==> config.mk <==
export PLATFORM = sky130hd
export DESIGN_NAME = ws2812_pwm_bit_waveform_top
export DESIGN_NICKNAME = d
export VERILOG_FILES = /design/src/ws2812_pkg.sv /design/src/ws2812_cfg_regs.sv /design/src/ws2812_encoder.sv /design/src/ws2812_pwm_bit_waveform_top.sv
export SDC_FILE = /design/constraint.sdc
export NUM_CORES = 1
export LEC_CHECK = 0
export BUFFER_PORTS_ARGS = -buffer_cell sky130_fd_sc_hd__clkbuf_2
export CORE_AREA = 2 2 124 126
export CTS_BUF_LIST = sky130_fd_sc_hd__clkbuf_2
export CTS_CLUSTER_DIAMETER = 40
export CTS_CLUSTER_SIZE = 28
export DETAILED_ROUTE_END_ITERATION = 10
export DIE_AREA = 0 0 126 128
export PLACE_DENSITY = 0.47
export RECOVER_POWER = 25
export SLEW_MARGIN = 0
export SYNTH_ARGS = -nofsm -noshare
export SYNTH_HDL_FRONTEND = slang
export SYNTH_HIERARCHICAL = 1
export SYNTH_SLANG_ARGS = --single-unit
==> constraint.sdc <==
create_clock -name clk -period 3.89 [get_ports clk]
set_clock_uncertainty 0.15 [all_clocks]
set_input_delay 0 -clock clk [delete_from_list [all_inputs] [get_ports clk]]
set_output_delay 0 -clock clk [all_outputs]
set_load 0.02 [all_outputs]
==> src/ws2812_pkg.sv <==
// Shared types and constants for the WS2812 bit waveform encoder.
package ws2812_pkg;

    // Configuration register indexes.
    localparam logic [1:0] REG_PERIOD_TOP     = 2'd0;
    localparam logic [1:0] REG_HIGH_TIME_ONE  = 2'd1;
    localparam logic [1:0] REG_HIGH_TIME_ZERO = 2'd2;
    localparam logic [1:0] REG_LATCH_PERIODS  = 2'd3;

    localparam int CFG_INDEX_W = 2;
    localparam int CFG_DATA_W  = 8;

    // Reset values of the configuration registers.
    localparam logic [7:0] RESET_PERIOD_TOP     = 8'd20;
    localparam logic [7:0] RESET_HIGH_TIME_ONE  = 8'd14;
    localparam logic [7:0] RESET_HIGH_TIME_ZERO = 8'd7;
    localparam logic [5:0] RESET_LATCH_PERIODS  = 6'd20;

    // Item function codes.
    localparam logic FUNC_TICK = 1'b0;
    localparam logic FUNC_LOAD = 1'b1;

    // Width of the slot counter and of the padded color word used for alignment.
    localparam int SLOT_W       = 7;
    localparam int GRB_W        = 24;
    localparam int COLOR_WIDE_W = 56;

    typedef struct packed {
        logic [7:0] period_top;
        logic [7:0] high_time_one;
        logic [7:0] high_time_zero;
        logic [5:0] latch_periods;
    } cfg_t;

    typedef struct packed {
        logic       func;
        logic [7:0] red;
        logic [7:0] green;
        logic [7:0] blue;
    } item_t;

    typedef struct packed {
        logic data_line;
        logic busy_res;
        logic frame_done;
    } result_t;

endpackage

==> src/ws2812_cfg_regs.sv <==
// Configuration register bank of the WS2812 encoder.
module ws2812_cfg_regs
(
    input  logic                                clk,
    input  logic                                rst_n,
    input  logic                                cfg_we,
    input  logic [ws2812_pkg::CFG_INDEX_W-1:0]  cfg_index,
    input  logic [ws2812_pkg::CFG_DATA_W-1:0]   cfg_wdata,
    output ws2812_pkg::cfg_t                    cfg
);

    ws2812_pkg::cfg_t cfg_reg;

    always_ff @(posedge clk or negedge rst_n)
    begin
        if (!rst_n)
        begin
            cfg_reg.period_top     <= ws2812_pkg::RESET_PERIOD_TOP;
            cfg_reg.high_time_one  <= ws2812_pkg::RESET_HIGH_TIME_ONE;
            cfg_reg.high_time_zero <= ws2812_pkg::RESET_HIGH_TIME_ZERO;
            cfg_reg.latch_periods  <= ws2812_pkg::RESET_LATCH_PERIODS;
        end
        else if (cfg_we)
        begin
            unique case (cfg_index)
                ws2812_pkg::REG_PERIOD_TOP:     cfg_reg.period_top     <= cfg_wdata;
                ws2812_pkg::REG_HIGH_TIME_ONE:  cfg_reg.high_time_one  <= cfg_wdata;
                ws2812_pkg::REG_HIGH_TIME_ZERO: cfg_reg.high_time_zero <= cfg_wdata;
                ws2812_pkg::REG_LATCH_PERIODS:  cfg_reg.latch_periods  <= cfg_wdata[5:0];
                default:                        cfg_reg <= cfg_reg;
            endcase
        end
    end

    assign cfg = cfg_reg;

endmodule

==> src/ws2812_encoder.sv <==
// Frame state and single-pass step logic of the WS2812 encoder.
module ws2812_encoder
#(
    parameter int COLOR_BITS  = 24,
    parameter int TIMER_WIDTH = 8
)
(
    input  logic                 clk,
    input  logic                 rst_n,
    input  logic                 advance,
    input  ws2812_pkg::item_t    item,
    input  ws2812_pkg::cfg_t     cfg,
    output ws2812_pkg::result_t  result,
    output logic                 active
);

    localparam int CMP_W = (TIMER_WIDTH > 8) ? TIMER_WIDTH : 8;
    localparam logic [CMP_W-1:0] TIMER_MAX = CMP_W'((1 << TIMER_WIDTH) - 1);
    localparam logic [ws2812_pkg::SLOT_W-1:0] BIT_SLOTS = ws2812_pkg::SLOT_W'(COLOR_BITS);

    logic [COLOR_BITS-1:0]          color_shift_reg, color_shift_next;
    logic [TIMER_WIDTH-1:0]         count_reg, count_next;
    logic [ws2812_pkg::SLOT_W-1:0]  slot_reg, slot_next;
    logic                           active_reg, active_next;

    logic [ws2812_pkg::COLOR_WIDE_W-1:0] grb_wide;
    logic [CMP_W-1:0]                    period_ext;
    logic [CMP_W-1:0]                    top;
    logic [CMP_W-1:0]                    count_ext;
    logic [CMP_W-1:0]                    high_time;
    logic [ws2812_pkg::SLOT_W-1:0]       slot_inc;
    logic [ws2812_pkg::SLOT_W-1:0]       frame_end;
    logic                                in_bits;
    logic                                period_end;

    // The color word is left aligned so the frame keeps its most significant bits.
    assign grb_wide = {item.green, item.red, item.blue,
                       (ws2812_pkg::COLOR_WIDE_W - ws2812_pkg::GRB_W)'(0)};

    assign period_ext = CMP_W'(cfg.period_top);
    assign top        = (period_ext > TIMER_MAX) ? TIMER_MAX : period_ext;
    assign count_ext  = CMP_W'(count_reg);
    assign high_time  = color_shift_reg[COLOR_BITS-1] ? CMP_W'(cfg.high_time_one)
                                                      : CMP_W'(cfg.high_time_zero);
    assign in_bits    = slot_reg < BIT_SLOTS;
    assign period_end = count_ext >= top;
    assign slot_inc   = slot_reg + ws2812_pkg::SLOT_W'(1);
    assign frame_end  = BIT_SLOTS + ws2812_pkg::SLOT_W'(cfg.latch_periods);

    always_comb
    begin
        color_shift_next  = color_shift_reg;
        count_next        = count_reg;
        slot_next         = slot_reg;
        active_next       = active_reg;
        result.data_line  = 1'b0;
        result.busy_res   = 1'b0;
        result.frame_done = 1'b0;
        if (item.func == ws2812_pkg::FUNC_LOAD)
        begin
            color_shift_next = grb_wide[ws2812_pkg::COLOR_WIDE_W-1 -: COLOR_BITS];
            count_next       = '0;
            slot_next        = '0;
            active_next      = 1'b1;
            result.busy_res  = 1'b1;
        end
        else if (active_reg)
        begin
            result.busy_res  = 1'b1;
            result.data_line = in_bits && (count_ext < high_time);
            if (period_end)
            begin
                count_next = '0;
                slot_next  = slot_inc;
                if (in_bits)
                begin
                    color_shift_next = {color_shift_reg[COLOR_BITS-2:0], 1'b0};
                end
                if (slot_inc >= frame_end)
                begin
                    result.frame_done = 1'b1;
                    active_next       = 1'b0;
                    slot_next         = '0;
                end
            end
            else
            begin
                count_next = count_reg + TIMER_WIDTH'(1);
            end
        end
    end

    always_ff @(posedge clk or negedge rst_n)
    begin
        if (!rst_n)
        begin
            color_shift_reg <= '0;
            count_reg       <= '0;
            slot_reg        <= '0;
            active_reg      <= 1'b0;
        end
        else if (advance)
        begin
            color_shift_reg <= color_shift_next;
            count_reg       <= count_next;
            slot_reg        <= slot_next;
            active_reg      <= active_next;
        end
    end

    assign active = active_reg;

endmodule

==> src/ws2812_pwm_bit_waveform_top.sv <==
// Top level of the WS2812 PWM bit waveform encoder with stream ports.
//
// This block turns a stream of timer ticks into the single-wire WS2812 LED data
// waveform. A transaction with tuser set loads the red, green and blue bytes and
// starts (or restarts) a frame; a transaction with tuser clear is one timer count.
// Every input transaction yields exactly one output transaction carrying the line
// level for that count, a busy flag, and tlast on the count that ends the latch
// phase. A frame is COLOR_BITS bit periods sent most significant bit first in
// green, red, blue order, followed by latch_periods low periods. The block takes
// one transaction per clock cycle, sustained while m_tready is held high. An
// accepted transaction is held in the input register and passes through the step
// logic into the result register, from which its result is presented. The frame
// counters take a single step per transaction. The block holds at most two
// transactions, one in each register; the input side accepts whenever the input
// register is empty or its transaction moves into the result register in the
// same cycle, which happens when the result register is empty or is being read.
// While a result waits with tready low and the input register is full, s_tready
// stays low.
// Configuration writes are meant to be issued while no transaction is in flight.
module ws2812_pwm_bit_waveform_top
#(
    parameter int COLOR_BITS  = 24,
    parameter int TIMER_WIDTH = 8
)
(
    input  logic                                clk,
    input  logic                                rst_n,
    input  logic                                s_tvalid,
    output logic                                s_tready,
    input  logic [23:0]                         s_tdata,   // red, green, blue
    input  logic                                s_tuser,   // func
    output logic                                m_tvalid,
    input  logic                                m_tready,
    output logic [7:0]                          m_tdata,   // data_line, busy_res, zero pad
    output logic                                m_tlast,   // frame_done
    input  logic                                cfg_we,
    input  logic [ws2812_pkg::CFG_INDEX_W-1:0]  cfg_index,
    input  logic [ws2812_pkg::CFG_DATA_W-1:0]   cfg_wdata
);

    ws2812_pkg::cfg_t     cfg;
    ws2812_pkg::item_t    in_item_reg;
    ws2812_pkg::result_t  step_result;
    ws2812_pkg::result_t  out_result_reg;
    logic                 in_valid_reg;
    logic                 out_valid_reg;
    logic                 advance;
    logic                 enc_active;

    ws2812_cfg_regs u_cfg_regs
    (
        .clk       (clk),
        .rst_n     (rst_n),
        .cfg_we    (cfg_we),
        .cfg_index (cfg_index),
        .cfg_wdata (cfg_wdata),
        .cfg       (cfg)
    );

    // The held transaction moves on when the result register is empty or is
    // being emptied in this cycle.
    assign advance  = in_valid_reg && (!out_valid_reg || m_tready);
    assign s_tready = !in_valid_reg || advance;

    always_ff @(posedge clk or negedge rst_n)
    begin
        if (!rst_n)
        begin
            in_valid_reg <= 1'b0;
        end
        else if (s_tready)
        begin
            in_valid_reg <= s_tvalid;
        end
    end

    // Payload registers carry no reset.
    always_ff @(posedge clk)
    begin
        if (s_tready && s_tvalid)
        begin
            in_item_reg.func  <= s_tuser;
            in_item_reg.red   <= s_tdata[7:0];
            in_item_reg.green <= s_tdata[15:8];
            in_item_reg.blue  <= s_tdata[23:16];
        end
    end

    ws2812_encoder
    #(
        .COLOR_BITS  (COLOR_BITS),
        .TIMER_WIDTH (TIMER_WIDTH)
    )
    u_encoder
    (
        .clk     (clk),
        .rst_n   (rst_n),
        .advance (advance),
        .item    (in_item_reg),
        .cfg     (cfg),
        .result  (step_result),
        .active  (enc_active)
    );

    always_ff @(posedge clk or negedge rst_n)
    begin
        if (!rst_n)
        begin
            out_valid_reg <= 1'b0;
        end
        else if (advance)
        begin
            out_valid_reg <= 1'b1;
        end
        else if (m_tready)
        begin
            out_valid_reg <= 1'b0;
        end
    end

    always_ff @(posedge clk)
    begin
        if (advance)
        begin
            out_result_reg <= step_result;
        end
    end

    assign m_tvalid = out_valid_reg;
    assign m_tdata  = {6'b0, out_result_reg.busy_res, out_result_reg.data_line};
    assign m_tlast  = out_result_reg.frame_done;

    // The end of a frame is only ever reported while the frame is still busy.
    a_done_implies_busy: assert property (@(posedge clk) disable iff (!rst_n)
        out_valid_reg && out_result_reg.frame_done |-> out_result_reg.busy_res)
        else $error("frame_done raised without busy_res");

    // The line is never driven high outside a frame.
    a_line_implies_busy: assert property (@(posedge clk) disable iff (!rst_n)
        out_valid_reg && out_result_reg.data_line |-> out_result_reg.busy_res)
        else $error("data_line high while idle");

    // A load that is processed always leaves the encoder sending a frame.
    a_load_starts_frame: assert property (@(posedge clk) disable iff (!rst_n)
        advance && (in_item_reg.func == ws2812_pkg::FUNC_LOAD) |=> enc_active)
        else $error("load did not start a frame");

    // An empty input register can always take a new transaction.
    a_ready_when_empty: assert property (@(posedge clk) disable iff (!rst_n)
        !in_valid_reg |-> s_tready)
        else $error("input stalled while its register is empty");

endmodule
# ---- Word level (Yosys, flattened, before mapping)
# Index checks and enable logic that the tools add are counted.
dict set report word_totals {
  ff_bits 100
  inputBits 40
  out_inout_bits 11
  wordCells 73
}
dict set report op_classes {
  n_addsub 3
  magnitude_cmp 5
  n_eq_ne 3
  n_mux 22
  bitwise 2
  reduce_logical 21
}
# cell n
set op_table {}
lappend op_table {{24-bit two-way mux} 4}
lappend op_table {{8-bit two-way mux} 5}
lappend op_table {{7-bit two-way mux} 4}
lappend op_table {{2-bit AND reduction} 5}
lappend op_table {{8-bit by 1-bit adder with 8-bit output, second input constant} 1}
lappend op_table {{8-bit >= comparator} 1}
lappend op_table {{8-bit > comparator, second input constant} 1}
lappend op_table {{8-bit < comparator} 1}
lappend op_table {{1-bit two-way mux} 8}
lappend op_table {{2-bit nonzero test} 4}
lappend op_table {{5-bit by 6-bit adder with 7-bit output, first input constant} 1}
lappend op_table {{7-bit by 1-bit adder with 7-bit output, second input constant} 1}
lappend op_table {{7-bit >= comparator} 1}
lappend op_table {{7-bit by 5-bit < comparator with 1-bit output, second input constant} 1}
lappend op_table {{2-bit == test, second input constant} 2}
lappend op_table {{4-bit AND reduction} 1}
lappend op_table {{1-bit logical AND} 3}
lappend op_table {{3-bit AND reduction} 1}
lappend op_table {{3-bit OR reduction} 1}
lappend op_table {{2-bit by 1-bit == test with 1-bit output, second input constant} 1}
lappend op_table {{1-bit logical NOT} 2}
lappend op_table {{2-bit logical NOT} 1}
lappend op_table {{1-bit logical OR} 2}
lappend op_table {{2-bit two-way mux} 1}
lappend op_table {{2 further kinds} 3}

# ---- Longest topological paths before layout
# Gate-level depths: netlist of run 1.
dict set report logic_depth {
  word_depth 6
  mapped_depth 10
  depth_no_buf 10
}

# ---- Hierarchy
# The synthesis of run 1 kept the hierarchy.
# module n_inst cells_per_inst area_per_inst_um2 seq_area_each_um2
set by_module_without_submodules {}
lappend by_module_without_submodules {ws2812_encoder 1 252 2615.0 1001.0}
lappend by_module_without_submodules {ws2812_cfg_regs 1 64 1147.4 763.2}
lappend by_module_without_submodules {ws2812_pwm_bit_waveform_top 1 43 993.5 890.9}

# ---- Least setup slack after synthesis of run 1
# No wires, ideal clock.
dict set report synth_path {
  path_type {reg-to-reg}
  startpoint {register u_encoder/slot_reg[0] (netlist name)}
  endpoint {register u_encoder/slot_reg[0] (netlist name)}
  setup_time_ps 125
  arrival_ps 2141
  required_time_ps 3615
  path_slack_ps 1475
  stages_incl_launch_ff 10
  path_buffers 0
  period_less_slack_ps 2415
  path_cell_list {dfrtp_1 ha_1 nand3_1 or2_2 xnor2_1 ha_1 nand4_1 o211ai_1 nor3_1 mux2_2}
}
dict set report synth_via {
  elab_chain_cells 6
}
# element line
set synth_rtl {}
lappend synth_rtl {{start, declared} ws2812_encoder.sv:23} ;# logic [ws2812_pkg::SLOT_W-1:0] slot_reg, slot_next;
lappend synth_rtl {{start signal, assigned} ws2812_encoder.sv:106} ;# slot_reg <= slot_next;
lappend synth_rtl {{7-bit by 1-bit adder with 7-bit output *} ws2812_encoder.sv:47} ;# assign slot_inc = slot_reg + ws2812_pkg::SLOT_W'(1);
lappend synth_rtl {{7-bit >= comparator} ws2812_encoder.sv:79} ;# if (slot_inc >= frame_end)
lappend synth_rtl {{7-bit two-way mux *} ws2812_encoder.sv:79}
lappend synth_rtl {{7-bit two-way mux *} ws2812_encoder.sv:71} ;# if (period_end)
lappend synth_rtl {{7-bit two-way mux *} ws2812_encoder.sv:67} ;# else if (active_reg)
lappend synth_rtl {{7-bit two-way mux *} ws2812_encoder.sv:59} ;# if (item.func == ws2812_pkg::FUNC_LOAD)
# Mark *: on every way between the ends. The rest lies on a longest branch, timed or not. The select of a mux whose other input is x is not followed.
# A chain may end at the register's enable or synchronous reset.

# ---- Final worst setup path of run 1
dict set report layout_path {
  startpoint {register u_encoder.count_reg[0], in the netlist u_encoder/count_ext[0]}
  endpoint {register u_encoder.color_shift_reg[9]}
}
dict set report layout_via {
  elab_chain_cells 3
}
# element line
set layout_rtl {}
lappend layout_rtl {{start, declared} ws2812_encoder.sv:22} ;# logic [TIMER_WIDTH-1:0] count_reg, count_next;
lappend layout_rtl {{start signal, assigned} ws2812_encoder.sv:105} ;# count_reg <= count_next;
lappend layout_rtl {{8-bit >= comparator} ws2812_encoder.sv:46} ;# assign period_end = count_ext >= top;
lappend layout_rtl {{2-bit nonzero test (no line)} --}
lappend layout_rtl {{4-bit AND reduction (no line)} --}
lappend layout_rtl {{end signal, assigned} ws2812_encoder.sv:104} ;# color_shift_reg <= color_shift_next;
lappend layout_rtl {{end, declared} ws2812_encoder.sv:21} ;# logic [COLOR_BITS-1:0] color_shift_reg, color_shift_next;
# Every way passes these cells.

==> qor.csv, run 1 <==
stage,metric,value,unit
logic_synthesis,synth_most_common_cell,dfrtp_1,
worst_hold_path,min_path_cells,3,
power_and_ir_drop,p_total,2.44,mW
logic_synthesis,synth_common_cells,"dfrtp_1 (62), mux2_2 (31), edfxtp_1 (28)",
clock_network,htree_levels,3,
logic_synthesis,syn_avg_cell_area,13.2,sq um
detailed_routing,dr_total_vias,3152,
die,dieHeight,128,microns
detailed_routing,route.met3.wl,278,microns
place,post-dp-hpwl,6.39,mm
logic_synthesis,synth_edf_count,28,
layout,drive_gt1_share,29.5,%
sta,period_needed,2.87,ns
layout,multi_input_area,1940,sq um
layout,seq_area,2660,sq um
logic_synthesis,netlist_area,4760,sq um
power_and_ir_drop,irDropWorstVdd,0.000253,V
sta,max_clock_freq,0.348,GHz
global_routing,gr-total-overflow,0,
detailed_routing,postRouteAntennaNets,0,
power_and_ir_drop,leakagePower,2.62,nW
sta,setup_viol,0,
layout,area_growth,28.1,%
global_routing,grt_max_degree,39,
logic_synthesis,ys_top_cells_by_area,"dfrtp_1 (33%), edfxtp_1 (18%), mux2_2 (7.3%), ha_1 (6.6%), dfstp_2 (5.5%)",
die,fp.dieArea,16100,sq um
die,die_w,126,microns
layout,diodes,0,
worst_setup_path,critPathMaxFanout,23,
logic_synthesis,yosysUniqueCellTypes,52,
worst_setup_path,crit_path_end_kind,register,
die,initial_core_util,32.0,%
worst_setup_path,crit_arrival,3.26,ns
detailed_routing,wl_per_cell,14.3,microns
die,core,14900,sq um
logic_synthesis,syn_inst,359,
sta,worst_pin_slew,1.45,ns
clock_network,clk_pin_slew,0.26,ns
logic_synthesis,ys_warn_count,6,
flow_run,cap_violations,0,
place,gp_congestion,0.757,
logic_synthesis,ys_seq_area_share,55.8,%
logic_synthesis,async_reset_ff_share,72.0,%
global_routing,antenna_found_initial,0,
detailed_routing,dr.pass1.iters,4,
worst_hold_path,hp-class,input pin to register,
die,num_io_pins,51,
place,port_buffers,44,
logic_synthesis,yosys.area.top_type,dfrtp_1,
worst_setup_path,ff2ff_path_depth,7,
status,status,completed,
detailed_routing,wl_met2,4.77,mm
worst_setup_path,critPathLaunchType,register,
sta,finalCritPeriodShare,73.8,%
detailed_routing,drt_iter0_drc,95,
detailed_routing,drc_errors,0,
clock_network,cts_tree,built,
detailed_routing,highest_layer,met4,
layout,fill_cells,1453,
worst_setup_path,worstPathRequired,4.28,ns
sta,drv_slew,0,
clock_network,cts_buffers,9,
logic_synthesis,synth_top_area_share,32.6,%
layout,final_nets,555,
sta,rsz0062_at_grt,no,
global_routing,grt_pass1_wl,16.8,mm
logic_synthesis,synth_flop_cell,dfrtp_1,
detailed_routing,routed_wirelength,9.79,mm
clock_network,root_buffer,clkbuf_2,
global_routing,grt_usage,13.2,%
sta,hold_viol,0,
global_routing,first_global_vias,3408,
worst_setup_path,crit_type,register to register,
logic_synthesis,postSynthRegisterBits,100,
detailed_routing,via_per_inst,4.61,
clock_network,clkSinkCount,100,
clock_network,clockBufferDepth,2,
layout,largest_reg_flops,30,
power_and_ir_drop,powerDensity,400,nW/um^2
clock_network,worstSkewPairLatency,0.62,ns
sta,fin_setup_tns,0,ns
detailed_routing,wl_met1,4.60,mm
die,num_rows,45,
sta,slew_headroom,3.46,%
==> path summary, 6_finish.rpt <==
kind                                              from                           end  slack (ns)
worst max-delay path            u_encoder/count_ext[0]  u_encoder/color_shift_reg[9]        1.02
min in group asynchronous                        rst_n            u_cfg_regs/cfg[17]        0.75
max in group asynchronous                        rst_n            u_cfg_regs/cfg[22]        1.46
worst min register to register          in_item_reg[0]  u_encoder/color_shift_reg[0]        0.39
worst min-delay path                      cfg_wdata[3]             u_cfg_regs/cfg[3]        0.09
worst max register to register  u_encoder/count_ext[0]  u_encoder/color_shift_reg[9]        1.02
==> where the power goes <==
part           total [mW]  internal, mW  leakage, nW  switching, mW
registers            1.37          1.25         1.11          0.113
logic               0.546         0.305         1.44          0.241
clock network       0.526         0.160       0.0777          0.366
total                2.44          1.72         2.62          0.720
==> area by class of cell <==
cell class,instances,area share [%]
Inverter,19,1.17
Sequential cell,100,43.6
Tap cell,188,3.86
Clock buffer,10,0.822
Clock inverter,6,1.15
Timing Repair Buffer,130,17.5
Multi-Input combinational cell,230,31.9
==> metrics by stage <==
| step | hold WS (ns) | std cells | worst slack, ns | utilization [%] | cell area, sq um |
|---|---|---|---|---|---|
| after floorplan | -0.446 | 364 | 1.47 | - | 4770 |
| after global placement | -0.00890 | 584 | 1.14 | 34.6 | 5150 |
| after detailed placement | -0.00332 | 584 | 1.07 | 34.6 | 5150 |
| after CTS | 0.0110 | 683 | 1.00 | 41.1 | 6110 |
| after global routing | 0.0323 | 683 | 0.792 | 41.0 | 6090 |
| final | 0.0917 | 683 | 1.02 | 41.0 | 6090 |
==> layer usage <==
| metal | global-route usage (%) | up-vias |
|---|---|---|
| met5 | 0 | - |
| met4 | 4.65 | 0 |
| met3 | 3.42 | 9 |
| li1 | - | 1576 |
| met1 | 16.4 | 1515 |
| met2 | 22.4 | 52 |
==> what timing repair did <==
item / CTS / global route
hold endpoints to repair: 158 / 0
hold buffers: 83 / 0
buffers inserted: 0 / 0
gates resized for setup: 0 / 0
==> cell families (layout without fill, tap and decap cells) <==
| family | after synthesis | count (layout) | share of synthesized area [%] |
|---|---|---|---|
| flops | 100 | 100 | 55.8 |
| compound gates | 70 | 70 | 12.4 |
| mux | 39 | 39 | 9.02 |
| buf+inv | 34 | 165 | 3.71 |
| simple gates | 80 | 80 | 10.6 |
| other cells | 1 | 6 | 0.0789 |
| fa+ha+maj | 25 | 25 | 6.58 |
| xor+xnor | 10 | 10 | 1.84 |
==> cells in the final DEF (no fill, tap or decap), types with 3 or more instances in the layout <==
| master | n |
|---|---|
| nor2_1 | 8 |
| nand2b_1 | 8 |
| o21ai_0 | 21 |
| mux2_2 | 31 |
| conb_1 | 6 |
| nand2_1 | 8 |
| xnor2_1 | 5 |
| o21a_1 | 3 |
| ha_1 | 25 |
| a21o_2 | 3 |
| inv_1 | 19 |
| edfxtp_1 | 28 |
| o221a_1 | 20 |
| dfrtp_1 | 62 |
| a21o_1 | 3 |
| a21oi_1 | 3 |
| mux2i_1 | 8 |
| clkbuf_2 | 53 |
| or2_2 | 25 |
| dfstp_2 | 10 |
| buf_4 | 3 |
| xor2_1 | 5 |
| nor3_1 | 3 |
| inv_6 | 4 |
| nand3_1 | 10 |
| o221a_2 | 3 |
| dlygate4sd3_1 | 82 |
==> worst max-delay path, cell delays in order (launching register included) <==
cell,delay (ns)
dfrtp_1,0.48
inv_1,0.09
ha_1,0.28
nand2b_4,0.14
a2111o_1,0.47
a21o_1,0.20
or3b_1,0.71
o221a_1,0.29
Note: power is estimated with default switching activity, not from simulation.
==> inputs of run 2 (changes only) <==
clock period = 2.8 ns   (was 3.89 ns; I/O delays follow)
==> run 2 against run 1 <==
Via count down 0.41%. Wire length down 0.66%. First-iteration DRC count is 8.4% higher. Combinational power rose by 41%. Sequential share of layout area is 0.17 points higher. Final area is 0.35% lower. Hold slack got worse by 0.021 ns. Critical path depth rose by 2. Critical path type unchanged. Largest cell class unchanged. Highest routed layer unchanged.
==> qor.csv, run 2 (synthesis gave the netlist of run 1 again) <==
stage,metric,value,unit
status,status,completed,
detailed_routing,wl_per_cell,14.3,microns
die,fp.dieArea,16100,sq um
worst_setup_path,slowest_stage,dfrtp_1,
worst_setup_path,crit_start,u_encoder/slot_reg[1],
power_and_ir_drop,comb_power_share,23.3,%
sta,drv_slew,0,
sta,setup_viol,0,
layout,diodes,0,
global_routing,grt_pass1_wl,16.2,mm
power_and_ir_drop,pwr-share-clk,19.4,%
place,pre_cts_slack,0.0972,ns
sta,fin_hold_ws,0.0705,ns
layout,fin_cells,680,
sta,max_clock_freq,0.371,GHz
power_and_ir_drop,p_int,2.31,mW
clock_network,clk_pin_slew,0.26,ns
clock_network,htree_levels,3,
layout,area_growth,27.6,%
worst_hold_path,min-delay-start,cfg_wdata[4],
detailed_routing,drt_iter0_drc,103,
place,place_area,5190,sq um
power_and_ir_drop,switching_power,1.01,mW
worst_setup_path,critPathMaxFanout,7,
worst_setup_path,cp.buffers_inverters,1,
sta,period_needed,2.70,ns
layout,final_area,6070,sq um
worst_hold_path,hp-class,input pin to register,
place,post-dp-hpwl,6.50,mm
worst_setup_path,crit_type,register to register,
detailed_routing,via_per_inst,4.62,
sta,slew_headroom,32.6,%
detailed_routing,routed_wirelength,9.72,mm
power_and_ir_drop,seqPwrFrac,57.3,%
clock_network,cts_tree,built,
global_routing,met1_usage,16.2,%
global_routing,antenna_found_initial,0,
layout,drive_gt1_share,31.1,%
worst_setup_path,r2r-start,u_encoder/slot_reg[1],
power_and_ir_drop,powerDensity,546,nW/um^2
place,placed_cells,588,
sta,finalCritPeriodShare,96.4,%
worst_setup_path,crit_arrival,3.08,ns
worst_setup_path,crit_path_end_kind,register,
layout,most-common-layout-cells,"dlygate4sd3_1 (75), dfrtp_1 (61), clkbuf_2 (52), mux2_2 (31), edfxtp_1 (28)",
layout,final_nets,552,
global_routing,grt_max_degree,26,
worst_setup_path,slowest_delay,0.49,ns
flow_run,cap_violations,0,
worst_setup_path,crit_chain,ha_4 > buf_4 > xor2_1 > ha_1 > a21o_1 > a31oi_1 > o211ai_1 > nor3_2 > mux2_2,
power_and_ir_drop,irDropWorstVdd,0.000316,V
power_and_ir_drop,p_total,3.32,mW
clock_network,root_buffer,clkbuf_2,
sta,hold_viol,0,
global_routing,grt_busiest_layer,met2,
die,initial_core_util,32.0,%
detailed_routing,postRouteAntennaNets,0,
place,gp_congestion,0.803,
layout,largest_reg_flops,30,
layout,fin_util,40.8,%
global_routing,gr-total-overflow,0,
detailed_routing,drc_errors,0,
sta,finalWorstSetupSlack,0.101,ns
detailed_routing,dr.pass1.iters,4,
die,num_rows,45,
global_routing,use_met3,4.13,%
clock_network,cts_buffers,9,
worst_setup_path,worstPathRequired,3.18,ns
power_and_ir_drop,sw_frac_of_total,30.4,%
sta,worst_pin_slew,1.01,ns
global_routing,gr-usage-met2,21.6,%
die,core,14900,sq um
die,dieHeight,128,microns
worst_setup_path,critPathLaunchType,register,
detailed_routing,dr_total_vias,3139,
die,num_io_pins,51,
die,die_w,126,microns
global_routing,first_global_vias,3332,
place,port_buffers,44,
clock_network,clockBufferDepth,2,
sta,fin_setup_tns,0,ns
global_routing,grt_usage,12.8,%
power_and_ir_drop,leakagePower,2.62,nW
clock_network,clkSinkCount,100,
layout,mostFrequentLayoutCell,dlygate4sd3_1,
worst_setup_path,crit_family,compound AO/OA/AOI/OAI gates,
clock_network,worstSkewPairLatency,0.61,ns
==> run 2: cell count changes in the layout (fill, tap and decap cells not counted), sizes merged <==
cell         change
dlygate4sd3      -7
buf              +4
clkinv           +2
bufinv           -1
inv              -1
==> run 2: cell type report <==
type,count,area (sq um)
Fill cell,1458,8790
Sequential cell,100,2660
Multi-Input combinational cell,230,1970
Timing Repair Buffer,127,1040
Tap cell,188,235
Inverter,19,71.3
Clock buffer,10,50.0
Clock inverter,6,48.8
==> run 2: routing by layer <==
layer / up-vias / routed length, microns
li1: 1566 / -
met1: 1521 / 4590
met2: 46 / 4720
met3: 6 / 332
met4: 0 / 82
met5: - / 0
==> run 2: what timing repair did <==
action                                 in CTS  in global routing
hold buffers                               75                  0
buffers inserted                            0                  1
resized for setup                           0                  7
endpoints found under the hold margin     156                  0
setup endpoints to repair                   0                  6
==> run 2: power by group through the flow <==
stage	clock network, mW	registers [mW]	logic, mW
floorplan	0	1.87	0.514
global placement	0	1.92	0.663
detailed placement	0	1.92	0.680
CTS	0.686	1.90	0.767
global route	0.755	1.93	0.868
finish	0.643	1.90	0.772
==> run 2: final timing paths <==
kind | to | slack (ns) | cells after the start
setup / recovery | u_encoder/slot_reg[0] | 0.10 | 9
hold / removal | u_cfg_regs/cfg[18] | 0.07 | 3
setup reg to reg | u_encoder/slot_reg[0] | 0.10 | 9
hold reg to reg | u_encoder/color_shift_reg[0] | 0.39 | 2
max in group asynchronous | u_encoder/slot_reg[0] | 0.33 | 4
min in group asynchronous | u_cfg_regs/cfg[7] | 0.67 | 3
==> run 2: worst register-to-register path, stage by stage (launching register included) <==
cell	delay, ns
dfrtp_1	0.49
ha_4	0.20
buf_4	0.13
xor2_1	0.13
ha_1	0.29
a21o_1	0.18
a31oi_1	0.28
o211ai_1	0.33
nor3_2	0.29
mux2_2	0.17
==> inputs of run 3 (changes only) <==
CELL_PAD_IN_SITES_DETAIL_PLACEMENT = 1   (was default)
CELL_PAD_IN_SITES_GLOBAL_PLACEMENT = 1   (was default)
PLACE_DENSITY = 0.55   (was 0.47)
REMOVE_ABC_BUFFERS = 1   (was default)
==> run 3 against run 2 <==
Global-route usage up 2.3 points. Cell count up 1.3%. Non-clock buffer count grew 9. First-iteration DRC count is 24% lower.
==> qor.csv, run 3 (synthesis gave the netlist of run 1 again) <==
stage,metric,value,unit
status,status,completed,
detailed_routing,dr_total_vias,3259,
worst_setup_path,critPathLaunchType,register,
layout,largest_reg_flops,30,
layout,fin_util,41.6,%
sta,period_needed,2.71,ns
global_routing,grt_max_degree,63,
worst_setup_path,crit_arrival,3.11,ns
detailed_routing,dr.pass1.iters,4,
global_routing,gr-total-overflow,0,
layout,mostFrequentLayoutCell,dlygate4sd3_1,
die,die_w,126,microns
power_and_ir_drop,powerDensity,550,nW/um^2
worst_hold_path,hp-class,input pin to register,
place,gp_congestion,0.764,
clock_network,worstSkewPairLatency,0.63,ns
sta,worst_pin_slew,0.949,ns
place,port_buffers,44,
worst_hold_path,min-delay-start,cfg_index[0],
clock_network,clkSinkCount,100,
die,core,14900,sq um
sta,slew_headroom,36.8,%
power_and_ir_drop,irDropWorstVdd,0.000346,V
global_routing,antenna_found_initial,0,
layout,most-common-layout-cells,"dlygate4sd3_1 (81), dfrtp_1 (62), clkbuf_2 (52), mux2_2 (31), edfxtp_1 (28)",
sta,drv_slew,0,
sta,fin_hold_ws,0.258,ns
die,num_rows,45,
worst_setup_path,cp.buffers_inverters,1,
worst_setup_path,critPathMaxFanout,7,
detailed_routing,via_per_inst,4.73,
clock_network,clockBufferDepth,2,
layout,fill_cells,1602,
detailed_routing,routed_wirelength,11.3,mm
worst_setup_path,crit_family,compound AO/OA/AOI/OAI gates,
worst_setup_path,crit_start,u_encoder/slot_reg[0],
die,dieHeight,128,microns
sta,fin_setup_tns,0,ns
place,pre_cts_slack,0.0451,ns
die,num_io_pins,51,
sta,setup_viol,0,
sta,finalWorstSetupSlack,0.0924,ns
layout,final_nets,561,
global_routing,grt_usage,15.1,%
sta,hold_viol,0,
layout,seq_area,2660,sq um
worst_setup_path,crit_type,register to register,
detailed_routing,wl_per_cell,16.4,microns
clock_network,cts_tree,built,
clock_network,cts_buffers,9,
power_and_ir_drop,leakagePower,2.67,nW
layout,drive_gt1_share,31.5,%
detailed_routing,drc_errors,0,
clock_network,root_buffer,clkbuf_2,
layout,area_growth,30.1,%
worst_setup_path,r2r-start,u_encoder/slot_reg[0],
clock_network,htree_levels,3,
die,initial_core_util,32.0,%
die,fp.dieArea,16100,sq um
place,post-dp-hpwl,7.26,mm
flow_run,cap_violations,0,
worst_setup_path,worstPathRequired,3.21,ns
worst_setup_path,slowest_delay,0.50,ns
worst_setup_path,slowest_stage,dfrtp_1,
detailed_routing,postRouteAntennaNets,0,
global_routing,grt_pass1_wl,18.8,mm
sta,max_clock_freq,0.369,GHz
detailed_routing,drt_iter0_drc,78,
layout,multi_input_area,1970,sq um
global_routing,first_global_vias,3601,
power_and_ir_drop,p_total,3.41,mW
worst_setup_path,crit_path_end_kind,register,
layout,diodes,0,
sta,finalCritPeriodShare,96.7,%
clock_network,clk_pin_slew,0.31,ns
worst_setup_path,crit_chain,ha_4 > nand3_1 > or2_2 > xnor2_2 > ha_1 > o21a_1 > a21oi_2 > o211ai_1 > buf_4 > o31ai_1,
run 3: worst min-delay path, stage by stage:
cell and delay (ns):
dlygate4sd3_1 0.52, clkbuf_2 0.17, nor3b_4 0.11, mux2_2 0.29
run 3: cell type report:
class / instances / share of cell area (%)
Clock buffer: 9 / 0.728
Tap cell: 188 / 3.80
Sequential cell: 100 / 42.9
Timing Repair Buffer: 136 / 18.5
Clock inverter: 7 / 1.05
Inverter: 19 / 1.15
Multi-Input combinational cell: 230 / 31.9
run 3: repair_timing:
item                                    4_1_cts  5_1_grt
buffers inserted                              0        2
endpoints found under the setup margin        1        7
pin swaps                                     0        1
hold buffers                                 80        2
hold endpoints to repair                    159        4
resized for setup                             1        5
run 3: power by group:
part           leakage (nW)  total (mW)  switching [mW]  internal (mW)
Combinational          1.50       0.815           0.363          0.452
Sequential             1.11        1.90           0.159           1.74
Clock                0.0688       0.689           0.545          0.144
Total                  2.67        3.41            1.07           2.34
run 3: per-stage QoR:
stage | area (sq um) | instances
floorplan | 4670 | 349
global placement | 5200 | 589
detailed placement | 5200 | 589
CTS | 6130 | 685
global route | 6190 | 689
finish | 6190 | 689
run 3: final timing paths:
kind	end	slack [ns]	cells past startpoint
setup / recovery	u_encoder/slot_reg[1]	0.09	10
hold / removal	u_cfg_regs/cfg[26]	0.26	4
setup reg to reg	u_encoder/slot_reg[1]	0.09	10
hold reg to reg	u_encoder/color_shift_reg[0]	0.39	2
max in group asynchronous	u_encoder/color_shift_reg[8]	1.32	4
min in group asynchronous	u_cfg_regs/cfg[16]	0.79	3
run 3: layer usage:
layer | vias up | share of wire (%) | track usage [%] | routed length, microns
li1 | 1588 | - | - | -
met1 | 1618 | 46 | 18.6 | 5150
met2 | 45 | 50 | 26.3 | 5680
met3 | 8 | 3.2 | 4.30 | 366
met4 | 0 | 0.96 | 3.49 | 109
met5 | - | 0 | 0 | 0
